--- src/rtl/lht_pkg.sv ---
// shared types and constants for the landmark hop table
package lht_pkg;

  localparam int POS_W = 32;
  localparam int HOP_W = 7;
  localparam int CNT_W = 7;
  localparam int CFG_IDX_W = 2;
  localparam int CFG_DATA_W = 32;
  localparam int Q_DEPTH = 2;
  localparam int Q_AW = $clog2(Q_DEPTH);
  localparam int Q_CW = $clog2(Q_DEPTH + 1);

  localparam logic [HOP_W-1:0] HOP_DROP = 7'h7F;

  localparam logic [1:0] MODE_BCAST = 2'd0;
  localparam logic [1:0] MODE_CORR  = 2'd1;
  localparam logic [1:0] MODE_INIT  = 2'd2;

  localparam logic [CFG_IDX_W-1:0] CFG_LANDMARK = 2'd0;
  localparam logic [CFG_IDX_W-1:0] CFG_OWN_X    = 2'd1;
  localparam logic [CFG_IDX_W-1:0] CFG_OWN_Y    = 2'd2;

  typedef enum logic [1:0] {
    KIND_BCAST,
    KIND_CORR,
    KIND_INIT,
    KIND_NOP
  } kind_t;

  typedef enum logic [1:0] {
    B_IDLE,
    B_READ,
    B_CMP,
    B_FIN
  } back_state_t;

  typedef struct packed {
    logic [1:0]              mode;
    logic signed [POS_W-1:0] pos_x;
    logic signed [POS_W-1:0] pos_y;
    logic [HOP_W-1:0]        hop_count;
    logic signed [POS_W-1:0] correction_value;
    logic                    solve_in_progress;
  } in_item_t;

  typedef struct packed {
    logic                    relay_valid;
    logic signed [POS_W-1:0] relay_x;
    logic signed [POS_W-1:0] relay_y;
    logic [HOP_W-1:0]        relay_hops;
    logic [CNT_W-1:0]        entry_count;
    logic                    table_full;
    logic                    request_solve;
    logic                    request_correction;
    logic signed [POS_W-1:0] correction_held;
  } out_item_t;

  typedef struct packed {
    kind_t                   kind;
    logic                    drop;
    logic signed [POS_W-1:0] pos_x;
    logic signed [POS_W-1:0] pos_y;
    logic [HOP_W-1:0]        hops_inc;
    logic signed [POS_W-1:0] correction_value;
    logic                    solve_in_progress;
  } work_t;

  typedef struct packed {
    logic signed [POS_W-1:0] x;
    logic signed [POS_W-1:0] y;
    logic [HOP_W-1:0]        hops;
  } entry_t;

  typedef struct packed {
    logic                    landmark;
    logic signed [POS_W-1:0] own_x;
    logic signed [POS_W-1:0] own_y;
  } cfg_t;

endpackage

--- src/rtl/landmark_hop_table_top.sv ---
// top level of the landmark hop table
//
// channel  direction  handshake              payload
// in       input      start / busy           in_data   (lht_pkg::in_item_t)
// out      output     out_valid strobe       out_data  (lht_pkg::out_item_t)
// cfg      input      cfg_we, cfg_index      cfg_wdata (32 bits)
//
// init, correction, dropped or unmatched-on-empty items: B_IDLE, B_FIN, out register
// broadcasts scan the table one entry per B_READ/B_CMP pair, up to a hit or the end
// the two-entry work queue takes new commands while the table engine is scanning
// synchronous active-low reset empties the table, the queue and the stored correction
// results are one-cycle strobes; the receiver cannot stall them
module landmark_hop_table_top #(
  parameter int TABLE_ENTRIES = 8
) (
  input  logic                                clk,
  input  logic                                rst_n,
  input  logic                                start,
  output logic                                busy,
  input  lht_pkg::in_item_t                   in_data,
  output logic                                out_valid,
  output lht_pkg::out_item_t                  out_data,
  input  logic                                cfg_we,
  input  logic [lht_pkg::CFG_IDX_W-1:0]       cfg_index,
  input  logic [lht_pkg::CFG_DATA_W-1:0]      cfg_wdata
);

  lht_pkg::cfg_t  cfg_r;
  logic           q_push;
  logic           q_pop;
  logic           q_full;
  logic           q_empty;
  lht_pkg::work_t q_wdata;
  lht_pkg::work_t q_rdata;

  always_ff @(posedge clk) begin
    if (!rst_n) begin
      cfg_r <= '0;
    end else if (cfg_we) begin
      case (cfg_index)
        lht_pkg::CFG_LANDMARK: cfg_r.landmark <= cfg_wdata[0];
        lht_pkg::CFG_OWN_X:    cfg_r.own_x    <= cfg_wdata;
        lht_pkg::CFG_OWN_Y:    cfg_r.own_y    <= cfg_wdata;
        default: begin
        end
      endcase
    end
  end

  lht_front u_front (
    .start   (start),
    .in_data (in_data),
    .q_full  (q_full),
    .busy    (busy),
    .q_push  (q_push),
    .q_wdata (q_wdata)
  );

  lht_fifo u_fifo (
    .clk   (clk),
    .rst_n (rst_n),
    .push  (q_push),
    .wdata (q_wdata),
    .pop   (q_pop),
    .rdata (q_rdata),
    .full  (q_full),
    .empty (q_empty)
  );

  lht_back #(
    .TABLE_ENTRIES (TABLE_ENTRIES)
  ) u_back (
    .clk       (clk),
    .rst_n     (rst_n),
    .cfg       (cfg_r),
    .q_empty   (q_empty),
    .q_data    (q_rdata),
    .q_pop     (q_pop),
    .out_valid (out_valid),
    .out_data  (out_data)
  );

endmodule

--- src/rtl/lht_front.sv ---
// front end: accepts commands and classifies them into work items
module lht_front (
  input  logic              start,
  input  lht_pkg::in_item_t in_data,
  input  logic              q_full,
  output logic              busy,
  output logic              q_push,
  output lht_pkg::work_t    q_wdata
);

  assign busy   = q_full;
  assign q_push = start & ~q_full;

  always_comb begin
    case (in_data.mode)
      lht_pkg::MODE_BCAST: q_wdata.kind = lht_pkg::KIND_BCAST;
      lht_pkg::MODE_CORR:  q_wdata.kind = lht_pkg::KIND_CORR;
      lht_pkg::MODE_INIT:  q_wdata.kind = lht_pkg::KIND_INIT;
      default:             q_wdata.kind = lht_pkg::KIND_NOP;
    endcase
    q_wdata.drop              = (in_data.hop_count == lht_pkg::HOP_DROP);
    q_wdata.pos_x             = in_data.pos_x;
    q_wdata.pos_y             = in_data.pos_y;
    q_wdata.hops_inc          = in_data.hop_count + lht_pkg::HOP_W'(1);
    q_wdata.correction_value  = in_data.correction_value;
    q_wdata.solve_in_progress = in_data.solve_in_progress;
  end

endmodule

--- src/rtl/lht_fifo.sv ---
// short work queue between front end and table engine
module lht_fifo (
  input  logic           clk,
  input  logic           rst_n,
  input  logic           push,
  input  lht_pkg::work_t wdata,
  input  logic           pop,
  output lht_pkg::work_t rdata,
  output logic           full,
  output logic           empty
);

  lht_pkg::work_t                  slot_r [lht_pkg::Q_DEPTH];
  logic [lht_pkg::Q_AW-1:0]        wr_ptr_r, wr_ptr_nxt;
  logic [lht_pkg::Q_AW-1:0]        rd_ptr_r, rd_ptr_nxt;
  logic [lht_pkg::Q_CW-1:0]        cnt_r, cnt_nxt;

  assign full  = (cnt_r == lht_pkg::Q_CW'(lht_pkg::Q_DEPTH));
  assign empty = (cnt_r == '0);
  assign rdata = slot_r[rd_ptr_r];

  always_comb begin
    wr_ptr_nxt = wr_ptr_r;
    rd_ptr_nxt = rd_ptr_r;
    cnt_nxt    = cnt_r;
    if (push) begin
      wr_ptr_nxt = (wr_ptr_r == lht_pkg::Q_AW'(lht_pkg::Q_DEPTH - 1)) ? '0
                   : wr_ptr_r + lht_pkg::Q_AW'(1);
    end
    if (pop) begin
      rd_ptr_nxt = (rd_ptr_r == lht_pkg::Q_AW'(lht_pkg::Q_DEPTH - 1)) ? '0
                   : rd_ptr_r + lht_pkg::Q_AW'(1);
    end
    if (push && !pop) begin
      cnt_nxt = cnt_r + lht_pkg::Q_CW'(1);
    end else if (pop && !push) begin
      cnt_nxt = cnt_r - lht_pkg::Q_CW'(1);
    end
  end

  always_ff @(posedge clk) begin
    if (!rst_n) begin
      wr_ptr_r <= '0;
      rd_ptr_r <= '0;
      cnt_r    <= '0;
    end else begin
      wr_ptr_r <= wr_ptr_nxt;
      rd_ptr_r <= rd_ptr_nxt;
      cnt_r    <= cnt_nxt;
    end
  end

  always_ff @(posedge clk) begin
    if (push) begin
      slot_r[wr_ptr_r] <= wdata;
    end
  end

endmodule

--- src/rtl/lht_back.sv ---
// table engine: scans the landmark table, updates it and issues results
module lht_back #(
  parameter int TABLE_ENTRIES = 8
) (
  input  logic               clk,
  input  logic               rst_n,
  input  lht_pkg::cfg_t      cfg,
  input  logic               q_empty,
  input  lht_pkg::work_t     q_data,
  output logic               q_pop,
  output logic               out_valid,
  output lht_pkg::out_item_t out_data
);

  localparam int IDX_W = $clog2(TABLE_ENTRIES);
  localparam logic [lht_pkg::CNT_W-1:0] FULL_CNT = lht_pkg::CNT_W'(TABLE_ENTRIES);

  lht_pkg::back_state_t        state_r, state_nxt;
  lht_pkg::work_t              cur_r;
  logic [IDX_W-1:0]            idx_r, idx_nxt;
  logic                        found_r, found_nxt;
  logic [lht_pkg::CNT_W-1:0]   count_r, count_nxt;
  logic signed [lht_pkg::POS_W-1:0] corr_r, corr_nxt;
  lht_pkg::entry_t             mem [TABLE_ENTRIES];
  lht_pkg::entry_t             rdata_r;
  logic                        mem_we;
  logic [IDX_W-1:0]            mem_waddr;
  lht_pkg::entry_t             mem_wdata;
  logic                        out_valid_r, out_valid_nxt;
  lht_pkg::out_item_t          out_data_r, out_data_nxt;
  logic                        scan_start;
  logic                        hit;
  logic                        last;
  logic                        full_nxt;

  assign scan_start = (q_data.kind == lht_pkg::KIND_BCAST) && !q_data.drop && (count_r != '0);
  assign hit        = (rdata_r.x == cur_r.pos_x) && (rdata_r.y == cur_r.pos_y);
  assign last       = (lht_pkg::CNT_W'(idx_r) + lht_pkg::CNT_W'(1)) == count_r;
  assign full_nxt   = (count_nxt == FULL_CNT);

  always_comb begin
    state_nxt = state_r;
    case (state_r)
      lht_pkg::B_IDLE: begin
        if (!q_empty) begin
          state_nxt = scan_start ? lht_pkg::B_READ : lht_pkg::B_FIN;
        end
      end
      lht_pkg::B_READ: state_nxt = lht_pkg::B_CMP;
      lht_pkg::B_CMP: begin
        if (hit || last) begin
          state_nxt = lht_pkg::B_FIN;
        end else begin
          state_nxt = lht_pkg::B_READ;
        end
      end
      lht_pkg::B_FIN: state_nxt = lht_pkg::B_IDLE;
      default:        state_nxt = lht_pkg::B_IDLE;
    endcase
  end

  always_comb begin
    q_pop         = 1'b0;
    idx_nxt       = idx_r;
    found_nxt     = found_r;
    count_nxt     = count_r;
    corr_nxt      = corr_r;
    mem_we        = 1'b0;
    mem_waddr     = idx_r;
    mem_wdata     = {cur_r.pos_x, cur_r.pos_y, cur_r.hops_inc};
    out_valid_nxt = 1'b0;
    out_data_nxt  = '0;
    case (state_r)
      lht_pkg::B_IDLE: begin
        q_pop     = !q_empty;
        idx_nxt   = '0;
        found_nxt = 1'b0;
      end
      lht_pkg::B_CMP: begin
        if (hit) begin
          found_nxt = 1'b1;
        end else if (!last) begin
          idx_nxt = idx_r + IDX_W'(1);
        end
      end
      lht_pkg::B_FIN: begin
        case (cur_r.kind)
          lht_pkg::KIND_INIT: begin
            corr_nxt = '0;
            if (cfg.landmark) begin
              mem_we    = 1'b1;
              mem_waddr = '0;
              mem_wdata = {cfg.own_x, cfg.own_y, lht_pkg::HOP_W'(0)};
              count_nxt = lht_pkg::CNT_W'(1);
            end else begin
              count_nxt = '0;
            end
          end
          lht_pkg::KIND_CORR: begin
            if (corr_r == '0) begin
              corr_nxt = cur_r.correction_value;
            end
          end
          lht_pkg::KIND_BCAST: begin
            if (!cur_r.drop) begin
              if (!found_r) begin
                if (count_r < FULL_CNT) begin
                  mem_we    = 1'b1;
                  mem_waddr = count_r[IDX_W-1:0];
                  count_nxt = count_r + lht_pkg::CNT_W'(1);
                end
              end else if (cur_r.hops_inc <= rdata_r.hops) begin
                mem_we                  = 1'b1;
                out_data_nxt.relay_valid = 1'b1;
                out_data_nxt.relay_x     = cur_r.pos_x;
                out_data_nxt.relay_y     = cur_r.pos_y;
                out_data_nxt.relay_hops  = cur_r.hops_inc;
              end
            end
            if (full_nxt) begin
              if (!cfg.landmark && !cur_r.solve_in_progress && corr_r != '0) begin
                out_data_nxt.request_solve = 1'b1;
              end else if (cfg.landmark && corr_r == '0) begin
                out_data_nxt.request_correction = 1'b1;
              end
            end
          end
          default: begin
          end
        endcase
        out_data_nxt.entry_count     = count_nxt;
        out_data_nxt.table_full      = full_nxt;
        out_data_nxt.correction_held = corr_nxt;
        out_valid_nxt                = 1'b1;
      end
      default: begin
      end
    endcase
  end

  always_ff @(posedge clk) begin
    if (!rst_n) begin
      state_r     <= lht_pkg::B_IDLE;
      idx_r       <= '0;
      found_r     <= 1'b0;
      count_r     <= '0;
      corr_r      <= '0;
      out_valid_r <= 1'b0;
    end else begin
      state_r     <= state_nxt;
      idx_r       <= idx_nxt;
      found_r     <= found_nxt;
      count_r     <= count_nxt;
      corr_r      <= corr_nxt;
      out_valid_r <= out_valid_nxt;
    end
  end

  always_ff @(posedge clk) begin
    if (q_pop) begin
      cur_r <= q_data;
    end
    out_data_r <= out_data_nxt;
  end

  always_ff @(posedge clk) begin
    if (mem_we) begin
      mem[mem_waddr] <= mem_wdata;
    end
    rdata_r <= mem[idx_r];
  end

  assign out_valid = out_valid_r;
  assign out_data  = out_data_r;

endmodule

--- config.mk ---
export PLATFORM = sky130hd
export DESIGN_NAME = landmark_hop_table_top
export DESIGN_NICKNAME = d
export VERILOG_FILES = /design/src/rtl/lht_pkg.sv /design/src/rtl/landmark_hop_table_top.sv /design/src/rtl/lht_front.sv /design/src/rtl/lht_fifo.sv /design/src/rtl/lht_back.sv
export SDC_FILE = /design/constraint.sdc
export NUM_CORES = 1
export LEC_CHECK = 0
export ABC_AREA = 1
export ABC_CLOCK_PERIOD_IN_PS = 9200
export BUFFER_PORTS_ARGS = -buffer_cell sky130_fd_sc_hd__buf_2
export CORE_MARGIN = 2
export CORE_UTILIZATION = 45
export DETAILED_ROUTE_END_ITERATION = 6
export GPL_TIMING_DRIVEN = 0
export SLEW_MARGIN = 10
export SYNTH_ARGS = -nofsm -noshare
export SYNTH_HDL_FRONTEND = slang
export SYNTH_SLANG_ARGS = --single-unit
--- constraint.sdc ---
create_clock -name clk -period 9.2 [get_ports clk]
set_clock_uncertainty 0.1 [all_clocks]
set_input_delay 0.46 -clock clk [delete_from_list [all_inputs] [get_ports clk]]
set_output_delay 0.46 -clock clk [all_outputs]
set_load 0.02 [all_outputs]
==> results.json <==
{
  "start_util_pct": 45.16,
  "seq_power_share_pct": 44.7,
  "grt_antenna_before_repair": 4,
  "finalMaxSlewViolations": 0,
  "die_w_microns": 317.6,
  "yosysUniqueCellTypes": 38,
  "drc_errors": 0,
  "post-place-ws_ps": 4699,
  "cts_hold_buf": 131,
  "die_h_microns": 317.6,
  "fin_util_pct": 54.56,
  "drt_iter0_drc": 3095,
  "worstReg2RegEnd": "u_back.mem[3][23]",
  "rows": 115,
  "cp-startpoint": "u_back.cur_r[37]",
  "path_buf_inv": 3,
  "grt_pass1_wl_microns": 179400,
  "critical_path_class": "reg2reg",
  "crit_path_top_delay_cell": "o32ai_1",
  "area_delta_synth_final_pct": 20.83,
  "synthArstFlopShare_pct": 0,
  "hold_path.class": "in2reg",
  "wl_microns": 121400,
  "clock_sinks": 1190,
  "grt_max_degree": 62,
  "cts_htree_levels": 3,
  "placedCellCount": 5420,
  "vias_per_cell": 5.137,
  "synth-seq-area-share_pct": 73.95,
  "p_leak_nw": 20.79,
  "yosysWarnings": 0,
  "final_cell_mix": "edfxtp_1, nor2_1, nand2_1, o21ai_0, dfxtp_1",
  "num_vias": 29724,
  "drive_gt1_share_pct": 12.62,
  "worstPathCellList": "ha_1 > nand3_1 > o32ai_1 > nand3_2 > buf_16 > nand2_1 > nand2_1 > nor2_4 > buf_12 > buf_16",
  "maxCapViolations": 0,
  "stdcell_count": 5786,
  "ctsResizeCount": 0,
  "ys_ff_latch": 1190,
  "synth-main-ff-cell": "edfxtp_1",
  "worstSetupStartpointType": "flop",
  "r2r-start": "u_back.cur_r[37]",
  "ant_nets": 0,
  "synthesis.area_sq_mm": 0.04425,
  "cp.depth": 10,
  "arrival_ps": 4640,
  "worstSkewPairLatency_ps": 710,
  "power_frac_comb_pct": 23.7,
  "fp.coreArea_sq_mm": 0.09799,
  "final_common_cell": "edfxtp_1",
  "cts_setup_buffers": 0,
  "grt_overflow": 0,
  "p_sw_w": 0.005077,
  "crit_family": "simple AND/OR/NAND/NOR gates",
  "gp_congestion": 0.8754,
  "swShare_pct": 31.90,
  "setup_slack_ps": 4865,
  "path_max_fanout": 23,
  "power.density_mw_per_mm2": 297.7,
  "fmax_mhz": 230.7,
  "firstDrtPassIters": 7,
  "tritoncts": "built",
  "worst-r2r-cell-count": 10,
  "path_clk_slew_ps": 60,
  "ioPinCount": 260,
  "grt_use_total_pct": 23.72,
  "finalCritPeriodShare_pct": 47.12,
  "endpoint_kind": "flop",
  "grt_pass1_vias": 28706,
  "power_w": 0.01591,
  "p_int_w": 0.01084,
  "numCtsBuffers": 120,
  "hpwl_microns": 83270,
  "cp.required_ps": 9500,
  "cts_buffer_depth": 3,
  "synth-edff-count": 889,
  "syn_inst": 3842,
  "synth_area_per_cell_sq_um": 11.52,
  "outcome": "completed",
  "final-hold-violation-count": 0,
  "portBuffers": 256,
  "clockPowerShare_pct": 31.6,
  "syn-num-nets": 4001,
  "r2r_setup_slack_ps": 4860,
  "layout_min_cycle_time_ps": 4335,
  "nNetsFinal": 4546,
  "finalSetupViolations": 0,
  "tightest_slew_ps": 1253,
  "endpoint": "u_back.mem[3][23]",
  "relSlewSlack_pct": 16.50,
  "clockRootBuffer": "clkbuf_16",
  "wl_per_cell_microns": 20.99,
  "rsz0062_at_grt": "no",
  "max_stage_delay_ps": 750,
  "peakVddDrop_uv": 168.9,
  "die_area_sq_mm": 0.1009
}
final cells by class:
| class | count | area [sq um] |
|---|---|---|
| Clock inverter | 64 | 600.6 |
| Inverter | 237 | 897.1 |
| Clock buffer | 165 | 3523 |
| Fill cell | 8231 | 44520 |
| Timing Repair Buffer | 423 | 3383 |
| Buffer | 194 | 809.5 |
| Sequential cell | 1190 | 32720 |
| Antenna cell | 5 | 12.51 |
| Tap cell | 1287 | 1610 |
| Multi-Input combinational cell | 2221 | 9907 |
registers in the layout, summed over array words and instances (netlist names), 3 cells and up, named ones only:
signal / count
cfg_r: 65
u_back.corr_r: 32
u_back.count_r: 7
u_back.cur_r: 107
u_back.idx_r: 3
u_back.mem: 568
u_back.out_data: 114
u_back.rdata_r: 71
u_fifo.slot_r: 214
Yosys cell counts (15+ instances only):
| master | instances | area (sq um) |
|---|---|---|
| clkbuf_1 | 137 | 514.2 |
| or2_0 | 28 | 175.2 |
| edfxtp_1 | 889 | 26700 |
| nor2_1 | 789 | 2962 |
| inv_1 | 231 | 867.1 |
| a21oi_1 | 52 | 260.3 |
| xor2_1 | 28 | 245.2 |
| nand3_1 | 47 | 235.2 |
| o22ai_1 | 71 | 444.2 |
| ha_1 | 15 | 187.7 |
| dfxtp_1 | 301 | 6026 |
| a31oi_1 | 73 | 456.7 |
| buf_2 | 39 | 195.2 |
| nand2_1 | 647 | 2429 |
| o21ai_0 | 425 | 2127 |
how the worst min path moves through the flow:
| stage | startpoint | end | slack (ps) | cells after the start |
|---|---|---|---|---|
| 6_report | in_data[34] | u_fifo.slot_r[0][34] | 30 | 2 |
| 3_3_place_gp | u_fifo.rd_ptr_r | u_fifo.rd_ptr_r | 340 | 1 |
| 3_5_place_dp | u_back.corr_r[18] | u_back.corr_r[18] | 360 | 2 |
| 5_1_grt | cfg_wdata[20] | cfg_r[20] | 30 | 3 |
| 4_1_cts | cfg_wdata[13] | cfg_r[13] | 2 | 3 |
| 2_1_floorplan | u_fifo.rd_ptr_r | flop | 330 | 1 |
power groups by stage:
stage	Clock, W	Combinational, W	Sequential [W]
2_1_floorplan	0	0.00229	0.00719
3_3_place_gp	0	0.00359	0.00732
3_5_place_dp	0	0.00372	0.00723
4_1_cts	0.00510	0.00378	0.00712
5_1_grt	0.00531	0.00420	0.00717
6_report	0.00503	0.00376	0.00712
metrics by stage:
step / setup TNS (ps) / hold WS, ps / cell area [sq um]
6_report: 0 / 32.42 / 53470
5_1_grt: 0 / 29.78 / 53460
4_1_cts: 0 / 1.866 / 53440
3_5_place_dp: 0 / 355.5 / 48000
3_3_place_gp: -619370 / 337.9 / 47140
2_1_floorplan: 0 / 325.8 / 44250
layer usage:
| layer | vias to the layer above | part of all wire (%) | global-route usage [%] |
|---|---|---|---|
| met3 | 172 | 6.9 | 3.203 |
| met2 | 1024 | 48 | 38.72 |
| met5 | - | 0.0099 | 0 |
| met1 | 14336 | 43 | 32.88 |
| met4 | 2 | 2.9 | 7.989 |
| li1 | 14190 | - | - |
worst register-to-register path, cell delays in order (launching register included):
cell and delay (ps):
edfxtp_1 500, ha_1 370, nand3_1 80, o32ai_1 750
nand3_2 550, buf_16 340, nand2_1 130, nand2_1 160
nor2_4 550, buf_12 290, buf_16 200
logic make-up after synthesis:
logic type                 Yosys count  share of synthesized area (%)
and+or+nand+nor                   1551                          13.70
buffers and inverters              431                          3.840
xor gates and xnor gates            28                         0.5542
AOI/OAI and AO/OA                  627                          7.533
DFF                               1190                          73.95
adders and majority gates           15                         0.4242
Note: power is estimated with default switching activity, not from simulation.
